===== src/design/assert_macros.svh =====
// Assertion shorthands used by the allocator RTL.
`ifndef ASSERT_MACROS_SVH
`define ASSERT_MACROS_SVH

// Clocked property, masked while reset is asserted.
`define ASSERT_CLK(label, clk, rst_n, prop, msg) \
  label: assert property (@(posedge clk) disable iff (!rst_n) prop) else $error(msg);

// Same, written as antecedent and consequent.
`define ASSERT_IMPLIES(label, clk, rst_n, ante, cons, msg) \
  label: assert property (@(posedge clk) disable iff (!rst_n) (ante) |-> (cons)) else $error(msg);

`endif


===== src/design/bfpa_pkg.sv =====
package bfpa_pkg;

  localparam int DEF_MAX_BLOCKS = 64;
  localparam int DEF_SIZE_BITS  = 16;

  localparam int NUM_BLOCKS_W = 7;
  localparam int SLOT_W       = 6;
  localparam int REQ_W        = 16;
  localparam int TOTAL_W      = 22;
  localparam logic [TOTAL_W-1:0] TOTAL_MAX = 22'h3F_FFFF;

  // config port: byte address, one 32-bit word per register
  localparam int CFG_AW = 3;
  localparam int CFG_DW = 32;
  localparam logic REG_NUM_BLOCKS = 1'b0;

  localparam logic OP_LOAD    = 1'b0;
  localparam logic OP_REQUEST = 1'b1;

  localparam logic [1:0] STAT_LOADED = 2'd0;
  localparam logic [1:0] STAT_ALLOC  = 2'd1;
  localparam logic [1:0] STAT_NOFIT  = 2'd2;
  localparam logic [1:0] STAT_RANGE  = 2'd3;

  typedef struct packed {
    logic              operation;
    logic [SLOT_W-1:0] slot;
    logic [REQ_W-1:0]  request_size;
  } in_item_t;

  typedef struct packed {
    logic [1:0]         status;
    logic [SLOT_W-1:0]  chosen_block;
    logic [REQ_W-1:0]   leftover;
    logic [TOTAL_W-1:0] internal_frag_total;
    logic [TOTAL_W-1:0] free_total;
  } out_item_t;

endpackage


===== src/design/bfpa_ram.sv =====
module bfpa_ram #(
  parameter int WIDTH = 17,
  parameter int DEPTH = 64
) (
  input  logic                     clk,
  input  logic                     we,
  input  logic [$clog2(DEPTH)-1:0] addr,
  input  logic [WIDTH-1:0]         wdata,
  output logic [WIDTH-1:0]         rdata
);

  logic [WIDTH-1:0] mem [DEPTH];
  logic [WIDTH-1:0] rdata_r;

  always_ff @(posedge clk) begin
    if (we) begin
      mem[addr] <= wdata;
    end
    rdata_r <= mem[addr];
  end

  assign rdata = rdata_r;

endmodule


===== src/design/best_fit_partition_allocator.sv =====
// Best-fit fixed-partition allocator. A load beat writes a partition size
// into a slot and marks it free; a request beat scans the partition RAM one
// entry per clock and grants the smallest free partition that holds the
// request (lowest index on ties). Every item gives exactly one result beat,
// shown for one cycle on out_valid; the receiver cannot stall it. An item
// keeps busy high through the scan of the single-port partition RAM over
// min(num_blocks, MAX_BLOCKS) entries, a drain of its read register, then
// three passes through the one shared add/subtract unit (free total,
// leftover, fragmentation total). With that count at zero there is no scan
// and no drain. The result strobe comes in the cycle busy drops, and a new
// start is taken in that same cycle. The taken bit lives in the RAM word
// next to the size and every in-range load clears it, so no clearing pass
// follows reset.
`include "assert_macros.svh"

module best_fit_partition_allocator import bfpa_pkg::*; #(
  parameter int MAX_BLOCKS = DEF_MAX_BLOCKS,
  parameter int SIZE_BITS  = DEF_SIZE_BITS
) (
  input  logic              clk,
  input  logic              rst_n,
  // command channel
  input  logic              start,
  output logic              busy,
  input  in_item_t          in_item,
  // result channel
  output logic              out_valid,
  output out_item_t         out_item,
  // config port
  input  logic              psel,
  input  logic              penable,
  input  logic              pwrite,
  input  logic [CFG_AW-1:0] paddr,
  input  logic [CFG_DW-1:0] pwdata,
  output logic [CFG_DW-1:0] prdata,
  output logic              pready
);

  localparam int IW    = $clog2(MAX_BLOCKS);
  localparam int CW    = ($clog2(MAX_BLOCKS + 1) > NUM_BLOCKS_W) ?
                         $clog2(MAX_BLOCKS + 1) : NUM_BLOCKS_W;
  localparam int ACC_W = SIZE_BITS + IW + 1;          // exact free-bytes sum
  localparam int AW    = (ACC_W > TOTAL_W + 1) ? ACC_W : TOTAL_W + 1;
  localparam int MW    = SIZE_BITS + 1;               // {taken, size}

  typedef enum logic [2:0] {
    S_IDLE,
    S_SCAN,
    S_DRAIN,
    S_ADJ,
    S_LEFT,
    S_FRAG
  } state_t;

  function automatic logic [TOTAL_W-1:0] sat_total(input logic [AW-1:0] v);
    return (v > AW'(TOTAL_MAX)) ? TOTAL_MAX : v[TOTAL_W-1:0];
  endfunction

  // control
  state_t                  state_r, state_nxt;
  logic                    out_valid_r, out_valid_nxt;
  logic                    rd_vld_r, rd_vld_nxt;
  logic                    found_r, found_nxt;
  logic [NUM_BLOCKS_W-1:0] num_blocks_r, num_blocks_nxt;
  logic [TOTAL_W-1:0]      int_sum_r, int_sum_nxt;
  // item context and datapath
  logic                    op_r, op_nxt;
  logic                    ld_ok_r, ld_ok_nxt;
  logic [SLOT_W-1:0]       slot_r, slot_nxt;
  logic [SIZE_BITS-1:0]    req_r, req_nxt;
  logic [CW-1:0]           cnt_r, cnt_nxt;
  logic [IW-1:0]           addr_r, addr_nxt;
  logic [IW-1:0]           rd_idx_r, rd_idx_nxt;
  logic [IW-1:0]           best_r, best_nxt;
  logic [SIZE_BITS-1:0]    best_size_r, best_size_nxt;
  logic [SIZE_BITS-1:0]    left_r, left_nxt;
  logic [ACC_W-1:0]        acc_r, acc_nxt;
  out_item_t               out_item_r, out_item_nxt;

  // shared add/subtract unit
  logic [AW-1:0]           ua, ub, ures;
  logic                    usub;

  // partition RAM
  logic                    ram_we;
  logic [IW-1:0]           ram_addr;
  logic [MW-1:0]           ram_wdata, ram_rdata;

  // misc
  logic                    cfg_we;
  logic [CW-1:0]           num_ext, cnt_now;
  logic [SIZE_BITS+REQ_W-1:0] req_wide;
  logic [SIZE_BITS-1:0]    req_in;
  logic [IW+SLOT_W-1:0]    slot_wide;
  logic [IW-1:0]           slot_idx;
  logic [IW+SLOT_W-1:0]    best_wide;
  logic [SIZE_BITS+REQ_W-1:0] left_wide;
  logic                    row_taken;
  logic [SIZE_BITS-1:0]    row_size;
  logic                    row_incl, row_better;
  logic [TOTAL_W-1:0]      frag_val;

  bfpa_ram #(
    .WIDTH (MW),
    .DEPTH (MAX_BLOCKS)
  ) u_ram (
    .clk   (clk),
    .we    (ram_we),
    .addr  (ram_addr),
    .wdata (ram_wdata),
    .rdata (ram_rdata)
  );

  assign ures = usub ? (ua - ub) : (ua + ub);

  // effective partition count: num_blocks clipped to the table depth
  assign num_ext = CW'(num_blocks_r);
  assign cnt_now = (num_ext > CW'(MAX_BLOCKS)) ? CW'(MAX_BLOCKS) : num_ext;

  // request size masked or zero-extended to the stored size width
  assign req_wide = {{SIZE_BITS{1'b0}}, in_item.request_size};
  assign req_in   = req_wide[SIZE_BITS-1:0];

  assign slot_wide = {{IW{1'b0}}, slot_r};
  assign slot_idx  = slot_wide[IW-1:0];
  assign best_wide = {{SLOT_W{1'b0}}, best_r};
  assign left_wide = {{REQ_W{1'b0}}, left_r};

  // scan row evaluation
  assign row_taken  = ram_rdata[SIZE_BITS];
  assign row_size   = ram_rdata[SIZE_BITS-1:0];
  // a load excludes its own slot: the new size is added after the scan
  assign row_incl   = !row_taken &&
                      !(op_r == OP_LOAD && ld_ok_r && rd_idx_r == slot_idx);
  // strict compare keeps the lowest index on equal sizes
  assign row_better = (op_r == OP_REQUEST) && !row_taken && (row_size >= req_r) &&
                      (!found_r || (row_size < best_size_r));

  assign cfg_we = psel && penable && pwrite && pready;
  assign pready = 1'b1;
  assign prdata = (paddr[CFG_AW-1] == REG_NUM_BLOCKS) ?
                  CFG_DW'(num_blocks_r) : '0;

  always_comb begin
    state_nxt      = state_r;
    out_valid_nxt  = 1'b0;
    rd_vld_nxt     = 1'b0;
    rd_idx_nxt     = addr_r;
    found_nxt      = found_r;
    num_blocks_nxt = num_blocks_r;
    int_sum_nxt    = int_sum_r;
    op_nxt         = op_r;
    ld_ok_nxt      = ld_ok_r;
    slot_nxt       = slot_r;
    req_nxt        = req_r;
    cnt_nxt        = cnt_r;
    addr_nxt       = addr_r;
    best_nxt       = best_r;
    best_size_nxt  = best_size_r;
    left_nxt       = left_r;
    acc_nxt        = acc_r;
    out_item_nxt   = out_item_r;
    ua             = AW'(acc_r);
    ub             = '0;
    usub           = 1'b0;
    ram_we         = 1'b0;
    ram_addr       = addr_r;
    ram_wdata      = {1'b0, req_r};
    frag_val       = int_sum_r;

    if (cfg_we && paddr[CFG_AW-1] == REG_NUM_BLOCKS) begin
      num_blocks_nxt = pwdata[NUM_BLOCKS_W-1:0];
    end

    unique case (state_r)
      S_IDLE: begin
        if (start) begin
          op_nxt        = in_item.operation;
          slot_nxt      = in_item.slot;
          req_nxt       = req_in;
          cnt_nxt       = cnt_now;
          ld_ok_nxt     = CW'(in_item.slot) < cnt_now;
          acc_nxt       = '0;
          found_nxt     = 1'b0;
          best_nxt      = '0;
          best_size_nxt = '0;
          addr_nxt      = '0;
          state_nxt     = (cnt_now == '0) ? S_ADJ : S_SCAN;
        end
      end
      S_SCAN: begin
        rd_vld_nxt = 1'b1;
        rd_idx_nxt = addr_r;
        addr_nxt   = addr_r + IW'(1);
        if (CW'(addr_r) == cnt_r - CW'(1)) begin
          state_nxt = S_DRAIN;
        end
      end
      S_DRAIN: begin
        state_nxt = S_ADJ;
      end
      S_ADJ: begin
        // free total after the item, and write back the touched entry
        if (op_r == OP_LOAD && ld_ok_r) begin
          ram_we    = 1'b1;
          ram_addr  = slot_idx;
          ram_wdata = {1'b0, req_r};
          ub        = AW'(req_r);
          acc_nxt   = ures[ACC_W-1:0];
        end else if (found_r) begin
          ram_we    = 1'b1;
          ram_addr  = best_r;
          ram_wdata = {1'b1, best_size_r};
          ub        = AW'(best_size_r);
          usub      = 1'b1;
          acc_nxt   = ures[ACC_W-1:0];
        end
        state_nxt = S_LEFT;
      end
      S_LEFT: begin
        ua        = AW'(best_size_r);
        ub        = AW'(req_r);
        usub      = 1'b1;
        left_nxt  = found_r ? ures[SIZE_BITS-1:0] : '0;
        state_nxt = S_FRAG;
      end
      S_FRAG: begin
        ua = AW'(int_sum_r);
        ub = AW'(left_r);
        if (found_r) begin
          frag_val = sat_total(ures);
        end
        int_sum_nxt = frag_val;
        if (op_r == OP_LOAD) begin
          out_item_nxt.status = ld_ok_r ? STAT_LOADED : STAT_RANGE;
        end else begin
          out_item_nxt.status = found_r ? STAT_ALLOC : STAT_NOFIT;
        end
        out_item_nxt.chosen_block        = found_r ? best_wide[SLOT_W-1:0] : '0;
        out_item_nxt.leftover            = left_wide[REQ_W-1:0];
        out_item_nxt.internal_frag_total = frag_val;
        out_item_nxt.free_total          = sat_total(AW'(acc_r));
        out_valid_nxt = 1'b1;
        state_nxt     = S_IDLE;
      end
      default: begin
        state_nxt = S_IDLE;
      end
    endcase

    // one RAM row per cycle lands here during SCAN and DRAIN
    if (rd_vld_r) begin
      ub      = row_incl ? AW'(row_size) : '0;
      acc_nxt = ures[ACC_W-1:0];
      if (row_better) begin
        found_nxt     = 1'b1;
        best_nxt      = rd_idx_r;
        best_size_nxt = row_size;
      end
    end
  end

  always_ff @(posedge clk) begin
    op_r        <= op_nxt;
    ld_ok_r     <= ld_ok_nxt;
    slot_r      <= slot_nxt;
    req_r       <= req_nxt;
    cnt_r       <= cnt_nxt;
    addr_r      <= addr_nxt;
    rd_idx_r    <= rd_idx_nxt;
    best_r      <= best_nxt;
    best_size_r <= best_size_nxt;
    left_r      <= left_nxt;
    acc_r       <= acc_nxt;
    out_item_r  <= out_item_nxt;
    if (!rst_n) begin
      state_r      <= S_IDLE;
      out_valid_r  <= 1'b0;
      rd_vld_r     <= 1'b0;
      found_r      <= 1'b0;
      num_blocks_r <= '0;
      int_sum_r    <= '0;
    end else begin
      state_r      <= state_nxt;
      out_valid_r  <= out_valid_nxt;
      rd_vld_r     <= rd_vld_nxt;
      found_r      <= found_nxt;
      num_blocks_r <= num_blocks_nxt;
      int_sum_r    <= int_sum_nxt;
    end
  end

  assign busy      = (state_r != S_IDLE);
  assign out_valid = out_valid_r;
  assign out_item  = out_item_r;

  // one strobe per item, never back to back
  `ASSERT_CLK(a_strobe_single, clk, rst_n, out_valid_r |=> !out_valid_r, "double result strobe")
  // an accepted command makes the block busy
  `ASSERT_CLK(a_accept_busy, clk, rst_n, (start && !busy) |=> busy, "accept without busy")
  // the result is shown only once the sequencer is back in idle
  `ASSERT_IMPLIES(a_strobe_idle, clk, rst_n, out_valid_r, state_r == S_IDLE, "strobe while busy")
  // the scan never addresses past the effective count
  `ASSERT_IMPLIES(a_scan_bound, clk, rst_n, state_r == S_SCAN, CW'(addr_r) < cnt_r, "scan overrun")

endmodule


===== config.mk =====
export PLATFORM = sky130hd
export DESIGN_NAME = best_fit_partition_allocator
export DESIGN_NICKNAME = d
export VERILOG_FILES = /design/src/design/bfpa_pkg.sv /design/src/design/bfpa_ram.sv /design/src/design/best_fit_partition_allocator.sv
export VERILOG_INCLUDE_DIRS = /design/src /design/src/design
export SDC_FILE = /design/constraint.sdc
export NUM_CORES = 1
export LEC_CHECK = 0
export BUFFER_PORTS_ARGS = -buffer_cell sky130_fd_sc_hd__buf_2
export CAP_MARGIN = 30
export CORE_AREA = 2 2 365 367
export CTS_CLUSTER_SIZE = 25
export DETAILED_ROUTE_END_ITERATION = 16
export DIE_AREA = 0 0 367 369
export PLACE_DENSITY = 0.64
export SYNTH_ARGS = -nofsm -noshare
export SYNTH_HDL_FRONTEND = slang
export SYNTH_SLANG_ARGS = --single-unit
export TNS_END_PERCENT = 100

===== constraint.sdc =====
create_clock -name clk -period 6.62 [get_ports clk]
set_input_delay 0 -clock clk [delete_from_list [all_inputs] [get_ports clk]]
set_output_delay 0 -clock clk [all_outputs]
set_load 0.01 [all_outputs]

[Yosys cells after proc, flatten, opt, wreduce, memory -nomap -nowiden]
Memories as Yosys holds them, arrays and structs flattened. A register that Yosys moved wholly into a read port is not among the register bits.
Index checks and enable logic that the tools add are counted.
Storage, ports and cells
  memories: 1
  bits in registers: 207
  word-level logic and storage cells: 120
  input bits: 64
  output and inout bits: 103
  bits in writable memories: 1088
Operators by class
  equality and inequality tests: 11
  reductions and logical operators: 22
  add/sub/neg operators: 4
  bitwise logic cells: 2
  multiplexer cells: 52
  order comparisons: 6
Memory list
  u_ram.mem: depth 64, width 17, rd ports 1, clocked after memory_dff 1, wr ports 1, RTL line bfpa_ram.sv:12  | logic [WIDTH-1:0] mem [DEPTH];
Operator list (count)
  23-bit two-way mux: 6
  16-bit two-way mux: 7
  23-bit case mux with 2 select lines: 2
  17-bit two-way mux: 3
  6-bit two-way mux: 8
  16-bit case mux with 3 select lines: 1
  23-bit by 22-bit > comparator with 1-bit output, second input constant: 2
  22-bit two-way mux: 2
  23-bit adder: 1
  23-bit subtractor: 1
  16-bit >= comparator: 1
  16-bit less-than comparator: 1
  3-bit case mux with 5 select lines: 1
  7-bit two-way mux: 2
  1-bit two-way mux: 12
  6-bit case mux with 2 select lines: 1
  1-bit logical AND: 9
  2-bit two-way mux: 4
  6-bit by 7-bit equality test with 1-bit output: 1
  7-bit > comparator, second input constant: 1
  7-bit logical NOT: 1
  6-bit by 7-bit less-than comparator with 1-bit output: 1
  7-bit by 1-bit subtractor with 7-bit output, second input constant: 1
  6-bit by 1-bit adder with 6-bit output, second input constant: 1
  other kinds (17): 27

[Logic depth before layout (Yosys ltp)]
  word-level depth: 13
  depth in mapped cells: 26
  mapped depth without buffers: 23

[Hierarchy]
From an unflattened synthesis, not the netlist that was laid out.
Unflattened totals
  cell total of the unflattened synthesis: 3522
  area, all modules: 53901.7 µm²
Modules (own cells, without submodules)
  bfpa_ram: area each 42345.6 µm², times used 1, cells an instance 2385, sequential area each 33011.7 µm²
  best_fit_partition_allocator: area each 11556.1 µm², times used 1, cells an instance 1137, sequential area each 5585.4 µm²

[Worst setup path after synthesis]
No wires, ideal clock.
  path type: flip-flop to flip-flop
  from: reg state_r[2]
  to: reg out_item_r (netlist bit out_item[24]), data pin
  buffers on the path: 3
  period minus slack after synthesis: 7158 ps
  data arrival time: 6876 ps
  setup slack: -538 ps
  data required time: 6338 ps
  library setup time: 282 ps
  cell stages (with the launch flop): 24
  cell sequence: dfxtp_1 -> nand2b_1 -> buf_2 -> nor2_1 -> clkbuf_1 -> a22oi_1 -> a21oi_1 -> a21o_1 -> inv_1 -> ha_1 -> o2111ai_1 -> o21ai_0 -> xor2_1 -> ha_1 -> a2111oi_0 -> o211ai_1 -> a221oi_1 -> a31oi_1 -> a2111oi_0 -> or3_1 -> xor2_2 -> xnor2_2 -> buf_6 -> a31oi_2
On the way
  word-level cells in the longest chain between the ends: 8
  elaborated cells on any way between the ends: 13
  those cells by class: 2 x add/sub; 1 x order compare; 3 x eq/ne; 7 x mux
RTL lines
  start: declaration: RTL line best_fit_partition_allocator.sv:60  | state_t state_r, state_nxt;
  start signal: assignment: RTL line best_fit_partition_allocator.sv:284  | state_r <= state_nxt;
  3-bit equality test or 3-bit by 2-bit equality test with 1-bit output (tied branches): RTL line best_fit_partition_allocator.sv:175  | unique case (state_r)
  16-bit case mux with 3 select lines: RTL line best_fit_partition_allocator.sv:175
  23-bit two-way mux: RTL line best_fit_partition_allocator.sv:252  | if (rd_vld_r) begin
  23-bit adder or 23-bit subtractor (tied branches): RTL line best_fit_partition_allocator.sv:114  | assign ures = usub ? (ua - ub) : (ua + ub);
  23-bit two-way mux (*): RTL line best_fit_partition_allocator.sv:114
  23-bit by 22-bit > comparator with 1-bit output: RTL line best_fit_partition_allocator.sv:56  | return (v > AW'(TOTAL_MAX)) ? TOTAL_MAX : v[TOTAL_W-1:0];
  22-bit two-way mux (*): RTL line best_fit_partition_allocator.sv:56
  22-bit two-way mux (*): RTL line best_fit_partition_allocator.sv:230  | if (found_r) begin
  end signal: assignment: RTL line best_fit_partition_allocator.sv:275  | out_item_r <= out_item_nxt;
  end: declaration: RTL line best_fit_partition_allocator.sv:78  | out_item_t out_item_r, out_item_nxt;
Mark *: on every way between the ends. The rest lies on a longest branch, timed or not.
A chain may end at the register's enable or synchronous reset.

[Final worst setup path]
  from: reg state_r[1]
  to: reg out_item_r (netlist bit out_item[22]), data pin
Same word-level chain as after synthesis.

==> results_dict.tcl <==
set metrics [dict create \
    status "completed" \
    rows 133 \
    area_growth_pct 16.91 \
    numCtsBuffers 132 \
    post-cts-setup-buffer-count 0 \
    fin_setup_tns_ps 0 \
    peakVddDrop_mv 0.3033 \
    reg2reg_slack_ps 620 \
    final_cell_mix "1,232 x edfxtp_1, 546 x a22oi_1, 152 x nor2_1" \
    die_w_um 367 \
    ys_seq_elements 1312 \
    p_total_mw 21.32 \
    nets 3670 \
    synth_edf_count 1232 \
    first_global_vias 29950 \
    report.final.slew_viol_count 0 \
    grt_start_max_net_pins 100 \
    p_sw_frac 0.3009 \
    synth_top_flop_cell "edfxtp_1" \
    p_leak_nw 19.11 \
    grt_pass1_wl_um 204400 \
    synthCells 3248 \
    clockBufferDepth 3 \
    synthTopCellsByArea "edfxtp_1 72%, a22oi_1 8.0%, dfxtp_1 3.1%, nor2_1 1.5%, ha_1 1.5%" \
    place_congestion 0.8888 \
    finalHoldViolCount 0 \
    pwr-share-clk 0.335 \
    hp-start "in_item[5]" \
    worstPathRequired_ps 7060 \
    avgRoutedWirePerCell_um 25.87 \
    layout_commonest_cell "edfxtp_1" \
    rr_worst_depth 19 \
    power_frac_comb 0.216 \
    num_vias 31100 \
    drcViolationCount 0 \
    hold_class "in -> reg" \
    initial_core_util 0.3893 \
    worst_slew_pin_slew_ps 941.7 \
    globalRouteTotalUtil 0.2021 \
    cp-end-kind "flip-flop" \
    cts_hold_buf 67 \
    port_buffers 113 \
    hold_path_depth 2 \
    drtIter0Drc 4050 \
    antenna_found_initial 3 \
    dieArea_mm2 0.1354 \
    min_to "req_r[5]" \
    r2r_start "state_r[1]" \
    fin_crit_sh 0.9063 \
    clk_latency_ps 760 \
    drive_gt1_frac 0.1627 \
    maxSlewHeadroom 0.3707 \
    worstPathMaxFanout 11 \
    arrival_ps 6440 \
    maxCapViolCount 0 \
    power.density_mw_per_mm2 357.2 \
    synth_top_cell_by_area "edfxtp_1" \
    max_freq_ghz 0.1667 \
    cts_resized 0 \
    globalRoute.totalOverflow 0 \
    async_flop_share 0 \
    die_y_um 369 \
    crit_path_start_kind "flip-flop" \
    p_int_mw 14.91 \
    timing.rr.end "out_item[22]" \
    wirelength_um 139700 \
    io-pin-count 167 \
    critical_path_class "reg -> reg" \
    syn_area_per_cell_um2 15.72 \
    root_buffer "clkbuf_16" \
    antenna_left 0 \
    rsz0062_at_grt "false" \
    min_period_ps 6000 \
    setup_viol 0 \
    first_pass_iters 6 \
    synthDistinctLibCells 73 \
    n_antenna_cell 0 \
    ys_seq_area_frac 0.7561 \
    core_mm2 0.1311 \
    dpl.hpwl_um 84360 \
    synth_top_cell_area_share 0.7247 \
    clk_pin_slew_worst_paths_ps 60 \
    syn_area_mm2 0.05105 \
    skew_ps 32.97 \
    seqPwrFrac 0.449 \
    htreeDepth 4 \
    cts.sinks 1312 \
    tritoncts "yes" \
    ys_warn_count 0 \
    power.switching_mw 6.414 \
    vias_per_cell 5.759 \
]
## metal layers
metal | wire (um) | track usage | vias to the layer above
met5 | 35 | 0 | -
met4 | 4652 | 0.07133 | 6
met3 | 11830 | 0.03442 | 244
met2 | 66420 | 0.3264 | 1618
met1 | 56770 | 0.2758 | 15610
li1 | - | - | 13620
## cells in the mapped netlist (all sizes together), types with 7 or more instances
library cell and count:
o21ai 70, nor2b 25, nor2 207, a22oi 546, mux2i 36, o221ai 8, clkbuf 159, and2 8
nand4 85, nand2 97, nor3 24, a21oi 137, xnor2 34, xor2 17, mux2 17, edfxtp 1232
ha 61, dfxtp 80, a21o 36, nand3 17, o31ai 7, or2 24, o211ai 7, a22o 10
nand2b 16, a41oi 73, inv 67, buf 53, a31oi 19
## stage by stage
step	utilization	setup slack, ps	std cells	instance area (um^2)	hold slack (ps)
4_1_cts	0.4550	684.8	5398	59670	0.3537
5_1_grt	0.4552	82.77	5400	59680	32.98
3_5_place_dp	0.4186	723.3	5096	54890	183.3
6_report	0.4552	620.2	5400	59680	35.21
2_1_floorplan	-	655.4	3272	51140	46.41
3_3_place_gp	0.4154	385.4	5069	54470	181.3
## final cells by class
cell class                 count  area (um^2)
timing repair buffer         350         2897
inverter                      68        256.5
clock inverter                63        605.6
multi-input combinational   1680        11630
fill                       11320        71450
sequential                  1312        38600
clock buffer                 172         3503
tap                         1755         2196
## sequential cells by signal (all words and copies together), names as in the netlist, 3 cells and up
signal,count
u_ram.mem,1088
out_item,68
acc_r,23
int_sum_r,22
u_ram.rdata,17
best_size_r,16
left_r,16
req_r,16
cnt_r,7
num_blocks_r,7
addr_r,6
best_r,6
rd_idx_r,6
slot_idx,6
state_r,3
## critical path, stage by stage (launching register included)
cell,delay [ps]
dfxtp_1,520
nand3b_1,170
buf_4,200
a21oi_1,620
o21ai_0,370
nand3_1,260
o31ai_1,110
xnor2_1,150
ha_1,390
a2111oi_0,480
o211ai_1,200
a221oi_1,310
buf_4,180
a31oi_1,200
a2111oi_0,390
or3_1,230
xor2_2,100
xnor2_2,470
buf_8,230
a31oi_1,90
## power groups by stage
stage	sequential, mW	combinational (mW)	clock [mW]
4_1_cts	9.57	4.55	7.23
3_3_place_gp	9.74	4.42	0
2_1_floorplan	9.65	2.87	0
6_report	9.58	4.60	7.14
5_1_grt	9.59	4.94	7.57
3_5_place_dp	9.75	4.50	0
## worst max path at each step
stage	start	endpoint	slack [ps]
after CTS	state_r[1]	out_item[22]	680
after detailed placement	state_r[1]	out_item[34]	720
after floorplan	state_r[2]	out_item[24]	660
final	state_r[1]	out_item[22]	620
after global routing	state_r[1]	out_item[34]	80
after global placement	state_r[1]	out_item[22]	390
## cell families (layout without fill, tap and decap cells)
group / Yosys count / in the layout / synth area share
AND/OR/NAND/NOR: 523 / 523 / 0.04897
flip-flops: 1312 / 1312 / 0.7561
XOR/XNOR: 52 / 52 / 0.009510
AO/OA/AOI/OAI: 964 / 964 / 0.1360
adder cells (fa/ha/maj): 62 / 62 / 0.01534
multiplexers: 53 / 53 / 0.01081
other: 2 / 26 / 0.0001471
buffers and inverters: 280 / 653 / 0.02316
Note: power is estimated with default switching activity, not from simulation.
